## config.mk

```make
export PLATFORM = sky130hd
export DESIGN_NAME = ecr_ram
export DESIGN_NICKNAME = d
export VERILOG_FILES = /design/src/design/ecr_ram.sv
export SDC_FILE = /design/constraint.sdc
export NUM_CORES = 1
export LEC_CHECK = 0
export BUFFER_PORTS_ARGS = -buffer_cell sky130_fd_sc_hd__buf_2
export CAP_MARGIN = 40
export CORE_AREA = 2 2 118 120
export DETAILED_ROUTE_END_ITERATION = 8
export DIE_AREA = 0 0 120 122
export SYNTH_ARGS = -nofsm -noshare
export SYNTH_HDL_FRONTEND = slang
export SYNTH_SLANG_ARGS = --single-unit
```

## constraint.sdc

```tcl
create_clock -name clk -period 3.8 [get_ports clk]
set_input_delay 0.76 -clock clk [delete_from_list [all_inputs] [get_ports clk]]
set_output_delay 0.76 -clock clk [all_outputs]
set_load 0.005 [all_outputs]
```

## src/design/ecr_ram.sv

```systemverilog
// Generic single-port-write, single-port-read RAM with registered read data.
module ecr_ram #(
  parameter int WIDTH = 8,
  parameter int DEPTH = 16
) (
  input  logic                                       clk,
  input  logic                                       we,
  input  logic [((DEPTH > 1) ? $clog2(DEPTH) : 1)-1:0] waddr,
  input  logic [WIDTH-1:0]                           wdata,
  input  logic                                       re,
  input  logic [((DEPTH > 1) ? $clog2(DEPTH) : 1)-1:0] raddr,
  output logic [WIDTH-1:0]                           rdata
);

  logic [WIDTH-1:0] mem [DEPTH];

  // Write port
  always_ff @(posedge clk) begin
    if (we) begin
      mem[waddr] <= wdata;
    end
  end

  // Registered read port
  always_ff @(posedge clk) begin
    if (re) begin
      rdata <= mem[raddr];
    end
  end

endmodule

```

==> results.toml <==
[run_status]
status = "completed"

[sta]
hold_viol = 0
setup_viol = 0
fmax_ghz = 0.455
min_period_over_period_pct = 57.8
period_needed_ps = 2200
finalClockSkew_ps = 2.20
tns_ps = 0
worstMarginPinSlew_ps = 904
relSlewSlack_pct = 39.5
finalMaxSlewViolations = 0
hold_ws_ps = 731
rsz0062_at_grt = "no"

[power_and_ir_drop]
power_leakage_uw = 0.00203
netSwitchingFraction_pct = 20.0
p_int_uw = 2620
p_sw_uw = 655
pwr_density_cell_nw_per_um2 = 536
clock_power_share_pct = 43.7
peakVddDrop_mv = 0.257
pwr-share-comb_pct = 4.5
pwr-share-seq_pct = 51.9

[layout]
final_nets = 295
drive_above_1_share_pct = 28.9
regArea_um2 = 4080
area_growth_pct = 17.0
fill_cells = 1140
multi_input_area_um2 = 1060
finalInstanceArea_um2 = 6120

[cts]
cts.sinks = 136
cts_tree = "yes"
root_buffer = "clkbuf_16"
htree_levels = 4
worstSkewPairLatency_ps = 410
numCtsBuffers = 17
clkSlewWorstSetupHoldPaths_ps = 50
cts_resized = 0
cts.path.max_buffers = 2
post_cts_buffers = 0
holdBufCountCts = 0

[critical_path]
cp-start-kind = "input port"
r2r-start = "mem[11][0]"
cp-endpoint = "rdata[2]"
end_kind = "flop"
worstSetupPathType = "in -> reg"
r2r-end = "rdata[0]"
cp_data_arrival_time_ps = 2350
r2r_cells = 3
crit_chain = "buf_2 > buf_12 > mux4_1 > a22oi_1 > nand2_1"
cp_max_fo = 19
required_ps = 3950
worstSetupStartpoint = "raddr[0]"
cp_slowest_cell = "mux4_1"
r2r_setup_slack_ps = 2310
critPathMaxStageDelay_ps = 580

[floorplan]
core-area_um2 = 13500
start_util_pct = 38.7
die_h_um = 122
placementRows = 43
dieArea_um2 = 14600
die_w_um = 120
ios = 27

[route]
drc_errors = 0
wl_per_cell_um = 21.4
drt_iter0_drc = 100
ant_nets = 0
num_vias = 2444
wl_mm = 10.0
drt_pre_antenna_iters = 4
viasPerCell = 5.22

[job]
cap_violations = 0

[logic_synthesis]
synth_edf_count = 136
yosys_warnings = 0
yosysTopAreaCell = "edfxtp_1"
synthFlopType = "edfxtp_1"
avgSynthCellArea_um2 = 22.8
yosysUniqueCellTypes = 18
synth_area_leaders = "edfxtp_1, mux4_2, mux4_1"
synth_area_um2 = 5230
synthCells = 229
synth_fp_nets = 248
synth-seq-cells = 136
seq_area_frac_synth_pct = 78.1
yosysMostFrequentCell = "edfxtp_1"
synth.cells.most_frequent = "edfxtp_1, mux4_2, a22oi_1"
synth_async_sr_flop_share_pct = 0
synth_top_area_share_pct = 78.1

[placed_design]
hpwl_mm = 6.42
place_congestion = 0.750
dpl-instance-area_um2 = 5580
place.port_buffers = 26

[global_route]
grt.total_usage_pct = 15.1
grt_overflow = 0
antenna_found_initial = 0
grt_pass1_vias = 2571
grt_pass1_wl_mm = 15.1
grt_max_degree = 33

[hold_path]
min_path_type = "in -> reg"
holdPathStages = 1
-- sequential cells by signal (all words and copies together), names as in the netlist --
signal  flops
mem       128
rdata       8
-- power groups by stage --
| stage | clock (µW) | sequential (µW) | combinational (µW) |
|---|---|---|---|
| after floorplan | 0 | 1730 | 85.3 |
| after global placement | 0 | 1730 | 146 |
| after detailed placement | 0 | 1730 | 150 |
| after CTS | 1470 | 1700 | 150 |
| after global routing | 1530 | 1700 | 161 |
| final | 1430 | 1700 | 147 |
-- worst max-delay path, delay by kind of cell --
family	cells	cell delay (ps)
AOI/OAI and AO/OA	1	230
muxes	1	580
and+or+nand+nor	1	80
buffers and inverters	2	670
-- cell families (layout without fill, tap and decap cells) --
logic type      after synthesis  in the layout  share of synthesized area (%)
other cells                   0              1                              0
simple gates                 35             35                           3.14
mux                          32             32                           14.8
compound gates               16             16                           2.30
buf+inv                      10             68                           1.65
flops                       136            136                           78.1
-- layer usage --
metal | up-vias | share of wire, % | global-route usage [%]
met5 | - | 0 | 0
met4 | 0 | 1.8 | 6.18
met3 | 17 | 6.1 | 5.01
met2 | 66 | 48 | 23.2
met1 | 1288 | 44 | 19.8
li1 | 1073 | - | -
-- worst min path at each step --
stage / slack, ps / from / to
2_1_floorplan: 700 / mem[7][0] / rdata[0]
3_3_place_gp: 740 / mem[7][6] / rdata[6]
3_5_place_dp: 740 / mem[4][1] / rdata[1]
4_1_cts: 710 / re / rdata[2]
5_1_grt: 720 / wdata[4] / mem[3][4]
6_report: 730 / wdata[4] / mem[2][4]
-- metrics by stage --
step / cells / worst slack (ps) / utilization [%] / total power [µW]
floorplan: 229 / 1550 / - / 1810
global placement: 432 / 1120 / 41.2 / 1880
detailed placement: 435 / 1130 / 41.4 / 1880
CTS: 465 / 1570 / 45.2 / 3320
global route: 467 / 1500 / 45.3 / 3390
finish: 468 / 1600 / 45.3 / 3280
-- area by class of cell --
type                            instances  area share, %
Timing Repair Buffer                   38           3.80
Tap cell                              180           3.68
Multi-Input combinational cell         83           17.3
Clock inverter                         13           1.47
Antenna cell                            1         0.0409
Sequential cell                       136           66.8
Clock buffer                           17           6.95
-- cell usage in the layout (no fill, tap or decap), types with 6 or more instances in the layout --
cell	Yosys	layout
a22oi_1	16	16
buf_2	3	26
buf_4	1	11
clkbuf_16	0	17
clkinv_2	0	6
edfxtp_1	136	136
mux4_1	14	14
mux4_2	18	18
nand2_1	9	9
nor2_1	13	13
No activity file was read; power rests on OpenSTA's default activity.
