### src/design/ecr_pkg.sv
// Shared types, widths and constants of the event counter and rate block.
package ecr_pkg;

  // Table geometry
  localparam int THREADS     = 8;
  localparam int EVENT_KINDS = 8;
  localparam int ENTRIES     = THREADS * EVENT_KINDS;
  localparam int IDX_W       = (ENTRIES > 1) ? $clog2(ENTRIES) : 1;

  // Field widths
  localparam int FUNC_W  = 2;
  localparam int TID_W   = 3;
  localparam int EID_W   = 3;
  localparam int TIME_W  = 64;
  localparam int CNT_W   = 64;
  localparam int RATE_W  = 48;
  localparam int TPS_W   = 32;
  localparam int ALPHA_W = 16;
  localparam int MIN_W   = 32;
  localparam int FRAC_W  = 16;

  // Stream packing
  localparam int IN_DATA_W  = ((TID_W + EID_W + TIME_W + 7) / 8) * 8;
  localparam int OUT_DATA_W = ((CNT_W + RATE_W + 7) / 8) * 8;

  // Configuration port
  localparam int CFG_ADDR_W = 2;
  localparam int CFG_DATA_W = 64;

  // Rate arithmetic: product, saturation split and step counts
  localparam int PROD_W    = CNT_W + TPS_W;
  localparam int SAT_SHIFT = RATE_W - FRAC_W;
  localparam int DIVD_W    = SAT_SHIFT + FRAC_W;
  localparam int MUL_STEPS = TPS_W;
  localparam int DIV_STEPS = DIVD_W;
  localparam int EMA_STEPS = ALPHA_W;
  localparam int STEP_W    = 6;

  // Register reset values
  localparam logic [TIME_W-1:0]  START_TIME_RST = '0;
  localparam logic [TPS_W-1:0]   TPS_RST        = TPS_W'(100000000);
  localparam logic [ALPHA_W-1:0] ALPHA_RST      = ALPHA_W'(6554);
  localparam logic [MIN_W-1:0]   MIN_RST        = MIN_W'(1000);

  typedef enum logic [FUNC_W-1:0] {
    FUNC_LOG  = 2'd0,
    FUNC_READ = 2'd1,
    FUNC_RATE = 2'd2
  } func_t;

  typedef enum logic [CFG_ADDR_W-1:0] {
    CFG_START_TIME = 2'd0,
    CFG_TPS        = 2'd1,
    CFG_ALPHA      = 2'd2,
    CFG_MIN_TICKS  = 2'd3
  } cfg_idx_t;

  typedef enum logic [2:0] {
    ST_IDLE,
    ST_READ,
    ST_EVAL,
    ST_CHECK,
    ST_CALC,
    ST_OUT
  } state_t;

  typedef enum logic [2:0] {
    C_IDLE,
    C_MUL,
    C_CHK,
    C_DIV,
    C_PREP,
    C_EMA,
    C_DONE
  } calc_state_t;

  // Request to the serial rate unit
  typedef struct packed {
    logic               start;
    logic [CNT_W-1:0]   delta;
    logic [TPS_W-1:0]   tps;
    logic [TIME_W-1:0]  elapsed;
    logic [ALPHA_W-1:0] alpha;
    logic [RATE_W-1:0]  avg;
  } calc_req_t;

  // Response of the serial rate unit
  typedef struct packed {
    logic              done;
    logic [RATE_W-1:0] avg;
  } calc_rsp_t;

endpackage

### src/design/ecr_rate_calc.sv
// Bit-serial rate unit: delta times ticks, long division, moving average step.
module ecr_rate_calc (
  input  logic              clk,
  input  logic              rst_n,
  input  ecr_pkg::calc_req_t req,
  output ecr_pkg::calc_rsp_t rsp
);
  import ecr_pkg::*;

  calc_state_t state_r, state_nxt;
  logic [STEP_W-1:0]   cnt_r, cnt_nxt;
  logic [PROD_W-1:0]   mul_r, mul_nxt;
  logic [CNT_W-1:0]    delta_r, delta_nxt;
  logic [TIME_W-1:0]   elap_r, elap_nxt;
  logic [TIME_W-1:0]   rem_r, rem_nxt;
  logic [DIVD_W-1:0]   dvd_r, dvd_nxt;
  logic [RATE_W-1:0]   quo_r, quo_nxt;
  logic [RATE_W-1:0]   avg_r, avg_nxt;
  logic                ge_r, ge_nxt;
  logic [RATE_W-1:0]   diff_r, diff_nxt;
  logic [RATE_W+ALPHA_W-1:0] ema_r, ema_nxt;

  logic [CNT_W:0]      msum;
  logic [TIME_W+1:0]   trial;
  logic [RATE_W:0]     esum;
  logic [RATE_W-1:0]   step;

  // Hold control state
  always_ff @(posedge clk) begin
    if (!rst_n) begin
      state_r <= C_IDLE;
      cnt_r   <= '0;
    end else begin
      state_r <= state_nxt;
      cnt_r   <= cnt_nxt;
    end
  end

  // Hold datapath registers
  always_ff @(posedge clk) begin
    mul_r   <= mul_nxt;
    delta_r <= delta_nxt;
    elap_r  <= elap_nxt;
    rem_r   <= rem_nxt;
    dvd_r   <= dvd_nxt;
    quo_r   <= quo_nxt;
    avg_r   <= avg_nxt;
    ge_r    <= ge_nxt;
    diff_r  <= diff_nxt;
    ema_r   <= ema_nxt;
  end

  // Sequence the multiply, divide and average steps
  always_comb begin
    state_nxt = state_r;
    cnt_nxt   = cnt_r;
    mul_nxt   = mul_r;
    delta_nxt = delta_r;
    elap_nxt  = elap_r;
    rem_nxt   = rem_r;
    dvd_nxt   = dvd_r;
    quo_nxt   = quo_r;
    avg_nxt   = avg_r;
    ge_nxt    = ge_r;
    diff_nxt  = diff_r;
    ema_nxt   = ema_r;

    msum  = {1'b0, mul_r[PROD_W-1:TPS_W]} + (mul_r[0] ? {1'b0, delta_r} : '0);
    trial = {1'b0, rem_r, dvd_r[DIVD_W-1]} - {2'b00, elap_r};
    esum  = {1'b0, ema_r[RATE_W+ALPHA_W-1:ALPHA_W]} + (ema_r[0] ? {1'b0, diff_r} : '0);

    unique case (state_r)
      C_IDLE: begin
        if (req.start) begin
          delta_nxt = req.delta;
          elap_nxt  = req.elapsed;
          avg_nxt   = req.avg;
          mul_nxt   = {{CNT_W{1'b0}}, req.tps};
          cnt_nxt   = STEP_W'(MUL_STEPS - 1);
          state_nxt = C_MUL;
        end
      end
      // Shift-add one multiplier bit per cycle
      C_MUL: begin
        mul_nxt = {msum, mul_r[TPS_W-1:1]};
        if (cnt_r == '0) begin
          state_nxt = C_CHK;
        end else begin
          cnt_nxt = cnt_r - STEP_W'(1);
        end
      end
      // Saturate when the quotient cannot fit the rate field
      C_CHK: begin
        if (mul_r[PROD_W-1:SAT_SHIFT] >= elap_r) begin
          quo_nxt   = '1;
          state_nxt = C_PREP;
        end else begin
          rem_nxt   = mul_r[PROD_W-1:SAT_SHIFT];
          dvd_nxt   = {mul_r[SAT_SHIFT-1:0], {FRAC_W{1'b0}}};
          quo_nxt   = '0;
          cnt_nxt   = STEP_W'(DIV_STEPS - 1);
          state_nxt = C_DIV;
        end
      end
      // Restoring division, one quotient bit per cycle
      C_DIV: begin
        if (!trial[TIME_W+1]) begin
          rem_nxt = trial[TIME_W-1:0];
        end else begin
          rem_nxt = {rem_r[TIME_W-2:0], dvd_r[DIVD_W-1]};
        end
        quo_nxt = {quo_r[RATE_W-2:0], ~trial[TIME_W+1]};
        dvd_nxt = {dvd_r[DIVD_W-2:0], 1'b0};
        if (cnt_r == '0) begin
          state_nxt = C_PREP;
        end else begin
          cnt_nxt = cnt_r - STEP_W'(1);
        end
      end
      // Take the distance between new sample and old average
      C_PREP: begin
        ge_nxt    = (quo_r >= avg_r);
        diff_nxt  = (quo_r >= avg_r) ? (quo_r - avg_r) : (avg_r - quo_r);
        ema_nxt   = {{RATE_W{1'b0}}, req.alpha};
        cnt_nxt   = STEP_W'(EMA_STEPS - 1);
        state_nxt = C_EMA;
      end
      // Scale the distance by alpha, one bit per cycle
      C_EMA: begin
        ema_nxt = {esum, ema_r[ALPHA_W-1:1]};
        if (cnt_r == '0) begin
          state_nxt = C_DONE;
        end else begin
          cnt_nxt = cnt_r - STEP_W'(1);
        end
      end
      C_DONE: begin
        state_nxt = C_IDLE;
      end
      default: begin
        state_nxt = C_IDLE;
      end
    endcase
  end

  // Step toward the new sample, truncated toward the old average
  assign step     = ema_r[RATE_W+ALPHA_W-1:ALPHA_W];
  assign rsp.done = (state_r == C_DONE);
  assign rsp.avg  = ge_r ? (avg_r + step) : (avg_r - step);

endmodule

### config.mk
export PLATFORM = sky130hd
export DESIGN_NAME = ecr_rate_calc
export DESIGN_NICKNAME = d
export VERILOG_FILES = /design/src/design/ecr_pkg.sv /design/src/design/ecr_rate_calc.sv
export SDC_FILE = /design/constraint.sdc
export NUM_CORES = 2
export LEC_CHECK = 0
export CAP_MARGIN = 10
export CORE_MARGIN = 3
export CORE_UTILIZATION = 45
export DETAILED_ROUTE_END_ITERATION = 10
export DONT_BUFFER_PORTS = 1
export GPL_ROUTABILITY_DRIVEN = 0
export MAX_ROUTING_LAYER = met4
export PLACE_DENSITY_LB_ADDON = 0.08
export SYNTH_ARGS = -nofsm -noshare
export SYNTH_HDL_FRONTEND = slang
export SYNTH_SLANG_ARGS = --single-unit
### constraint.sdc
create_clock -name clk -period 7.4 [get_ports clk]
set_clock_uncertainty 0.2 [all_clocks]
set_input_delay 1.48 -clock clk [delete_from_list [all_inputs] [get_ports clk]]
set_output_delay 1.48 -clock clk [all_outputs]
set_load 0.1 [all_outputs]
==> summary.md <==
| Metric | Value |
|---|---|
| Final setup violation count | `1` |
| Starting Density | `0.458` |
| Maximum clock insertion buffer count | `3` |
| Period utilization | `1.00` |
| Clk_lat worst skew | `0.63 ns` |
| Via density | `5.67` |
| Violated checks | `negative setup slack` |
| Worst-margin pin slew | `1.23 ns` |
| Core footprint | `89100 um2` |
| Die X | `307 um` |
| Syn Inst Count | `4399` |
| Die Area | `94200 um2` |
| Tot GR Track Use | `0.236` |
| Worst Setup EP | `rsp[45]` |
| Largest net degree at the start of global routing | `90` |
| Worst reg2reg path depth | `15` |
| Status | `finished with violations` |
| Layout cells sized above 1 | `0.0852` |
| Final Hold Fails | `0` |
| Drt total wl | `111000 um` |
| Crit-path cells | `inv_2, ha_4, nor2b_4, nand3_4, or4_4, or2_4, nor4_4, nor2_1, xor2_1, ha_1, nand2_1, or3_4, a211oi_4, o21a_1, o21ai_2, o311ai_2, buf_4, o21ai_4, o211ai_1, a31oi_4, o41ai_4, xor2_2, buf_12` |
| Ys flop type | `edfxtp_1` |
| Area growth syn-to-layout | `11.3%` |
| First DRT Iteration DRCs | `2548` |
| # IOs | `276` |
| Yosys Warn Count | `0` |
| Met3 Routed Length | `5340 um` |
| CTS root buffer | `clkbuf_16` |
| Clk sink count | `538` |
| Worst R2R Start | `mul_r[0]` |
| Most frequent cells in the layout | `edfxtp_1, nand2_1, a21oi_1` |
| Comb pwr share | `0.342` |
| Uppermost routed layer | `met4` |
| RSZ-0062 raised after global routing | `true` |
| Sw power | `4.01 mW` |
| Drc violations | `0` |
| Internal power | `7.15 mW` |
| CP max-delay cell | `or4_4` |
| Worst setup EP type | `output pin` |
| Sequential area share after synthesis | `0.394` |
| Unique masters post-synth | `103` |
| CTS tree | `yes` |
| Flop pwr share | `0.363` |
| Global-route wire length before repair | `172000 um` |
| WS Path Type | `register to output pin` |
| Max-slew violation count | `0` |
| Final non-filler cell area | `45400 um2` |
| CP top delay family | `simple AND/OR/NAND/NOR gates` |
| WP data required | `5.72 ns` |
| Max Freq | `135 MHz` |
| Site row count | `109` |
| LEAKAGE | `18.9 nW` |
| CP Depth | `23` |
| Worst hold slack | `0.305 ns` |
| Hold Crit Class | `register to register` |
| Met1 wire length | `51500 um` |
| Sw Share | `0.359` |
| Post-synth ARST share | `0` |
| CP bufs+invs | `3` |
| Setup crit start | `ema_r[17]` |
| Clk pin slew, worst setup/hold paths | `0.05 ns` |
| Wire length on met2 | `50900 um` |
| Clock share of power | `0.295` |
| Commonest non-fill, non-tap cell in the layout | `edfxtp_1` |
| Pre-CTS WS | `-0.0932 ns` |
| Layout Cells excl Fill | `5623` |
| Syn Nets | `5032` |
| Number of synthesized flops with an enable pin | `529` |
| I/O Buffers | `0` |
| Vias | `31872` |
| Normalized max-slew margin | `0.179` |
| Final nets | `5030` |
| Placed Cells incl. Taps | `5462` |
| Drt pass-1 iters | `6` |
| Num CTS Buffers | `69` |
| Reg2Reg Setup Slack | `1.84 ns` |
| VDD IR max | `0.000197 V` |
| Hpwl dp | `84500 um` |
| Overflow after GRT | `0` |
| Nature of the critical path startpoint | `register` |
| # H-tree levels | `3` |
| PwrDens | `246 nW/um2` |
| Worst-path fanout max | `3` |
| Minimum clock period | `7.42 ns` |
| Critical R2R Capture | `mul_r[91]` |
| Post-Syn Area | `40800 um2` |
| Synth Register Bits | `538` |
| WL per Instance | `19.7 um` |
| Placed inst area | `42600 um2` |
| Initial antenna violation count | `13` |
| Final ANT Viol Nets | `0` |
| Largest incremental delay on the critical path | `0.44 ns` |
| Critical Path AT | `5.74 ns` |
| Syn avg cell area | `9.27 um2` |
| Max-cap check violation count | `0` |
| Vias in the first global route | `31287` |
| Die height | `307 um` |
| Final WS setup | `-0.0221 ns` |
[layer usage]
| layer | up-vias | global-route usage |
|---|---|---|
| met4 | 0 | 0.0663 |
| met3 | 165 | 0.0317 |
| met1 | 15003 | 0.317 |
| met2 | 743 | 0.377 |
| li1 | 15961 | - |
| met5 | - | - |
[cell type report]
class,count,area (um2)
tap,1165,1460
fill,8336,43700
timing repair buffer,105,988
clock inverter,37,365
inverter,267,1000
antenna,11,27.5
sequential,538,16100
multi-input combinational,3416,23600
clock buffer,84,1830
[through the flow]
| step | util | total power, mW | TNS [ns] |
|---|---|---|---|
| final | 0.510 | 11.2 | -0.0221 |
| after global routing | 0.509 | 11.8 | -0.545 |
| after CTS | 0.507 | 11.2 | -0.0758 |
| after detailed placement | 0.479 | 7.85 | -0.115 |
| after global placement | 0.479 | 7.83 | -0.0961 |
| after floorplan | - | 6.85 | 0 |
[power groups by stage]
stage / logic [mW] / registers [mW] / clock network (mW)
2_1_floorplan: 2.87 / 3.98 / 0
3_3_place_gp: 3.73 / 4.10 / 0
3_5_place_dp: 3.75 / 4.10 / 0
4_1_cts: 3.79 / 4.04 / 3.40
5_1_grt: 4.22 / 4.08 / 3.52
6_report: 3.81 / 4.05 / 3.30
[logic make-up after synthesis]
group                    Yosys count  synth area share
multiplexers                      29           0.00767
AO/OA/AOI/OAI                   1358             0.214
adder cells (fa/ha/maj)          406             0.126
AND/OR/NAND/NOR                 1343             0.156
buffers and inverters            445            0.0425
XOR/XNOR                         280            0.0602
flip-flops                       538             0.394
[how the worst min path moves through the flow]
stage | depth (start not counted) | to | from | slack (ns)
final | 2 | dvd_r[44] | dvd_r[43] | 0.31
after global routing | 2 | dvd_r[21] | dvd_r[20] | 0.33
after CTS | 2 | dvd_r[44] | dvd_r[43] | 0.31
after detailed placement | 2 | dvd_r[21] | dvd_r[20] | 0.30
after global placement | 2 | dvd_r[45] | dvd_r[44] | 0.29
after floorplan | 1 | cnt_r[4] | cnt_r[4] | 0.27
[state kept, by name (all words and copies together), names as in the netlist]
name,flops
avg_r,48
cnt_r,6
delta_r,64
diff_r,48
dvd_r,32
elap_r,64
ema_r,64
ge_r,1
mul_r,96
quo_r,48
rem_r,64
state_r,3
[tightest hold or removal path, delay by kind of cell (launching register included)]
family	cells	cell delay, ns
flip-flops	1	0.32
AND/OR/NAND/NOR	2	0.10
[what timing repair did]
item | in CTS | in global routing
setup endpoints to repair | 18 | 12
pin swaps | 20 | 18
hold buffers | 0 | 0
setup buffers | 15 | 14
resized for setup | 42 | 17
[cell usage after synthesis, types with 8 or more instances]
library cell / n / area share
nor4_1: 17 / 0.0026
nor2_1: 348 / 0.032
o21bai_1: 61 / 0.011
edfxtp_1: 529 / 0.39
mux2_2: 18 / 0.0050
or2_2: 13 / 0.0020
xnor2_1: 144 / 0.031
ha_1: 400 / 0.12
a211oi_1: 28 / 0.0052
clkbuf_1: 134 / 0.012
o21ai_1: 41 / 0.0050
a21boi_0: 59 / 0.011
o21ai_0: 222 / 0.027
inv_1: 266 / 0.024
nand4_1: 76 / 0.012
and3_1: 25 / 0.0038
buf_2: 37 / 0.0045
o31a_1: 12 / 0.0026
o211ai_1: 33 / 0.0061
a21oi_1: 459 / 0.056
o31ai_1: 27 / 0.0050
nand3_1: 47 / 0.0058
nor3b_1: 8 / 0.0015
nor3_1: 51 / 0.0063
xor2_1: 136 / 0.029
mux2i_1: 11 / 0.0027
a31oi_1: 38 / 0.0058
or3_1: 19 / 0.0029
a21o_1: 197 / 0.036
a311oi_1: 9 / 0.0019
and2_1: 134 / 0.021
o21a_1: 45 / 0.0083
nor2b_1: 38 / 0.0058
nand2b_1: 39 / 0.0060
nand2_1: 488 / 0.045
dfxtp_1: 9 / 0.0044
No activity file was read; power rests on OpenSTA's default activity.
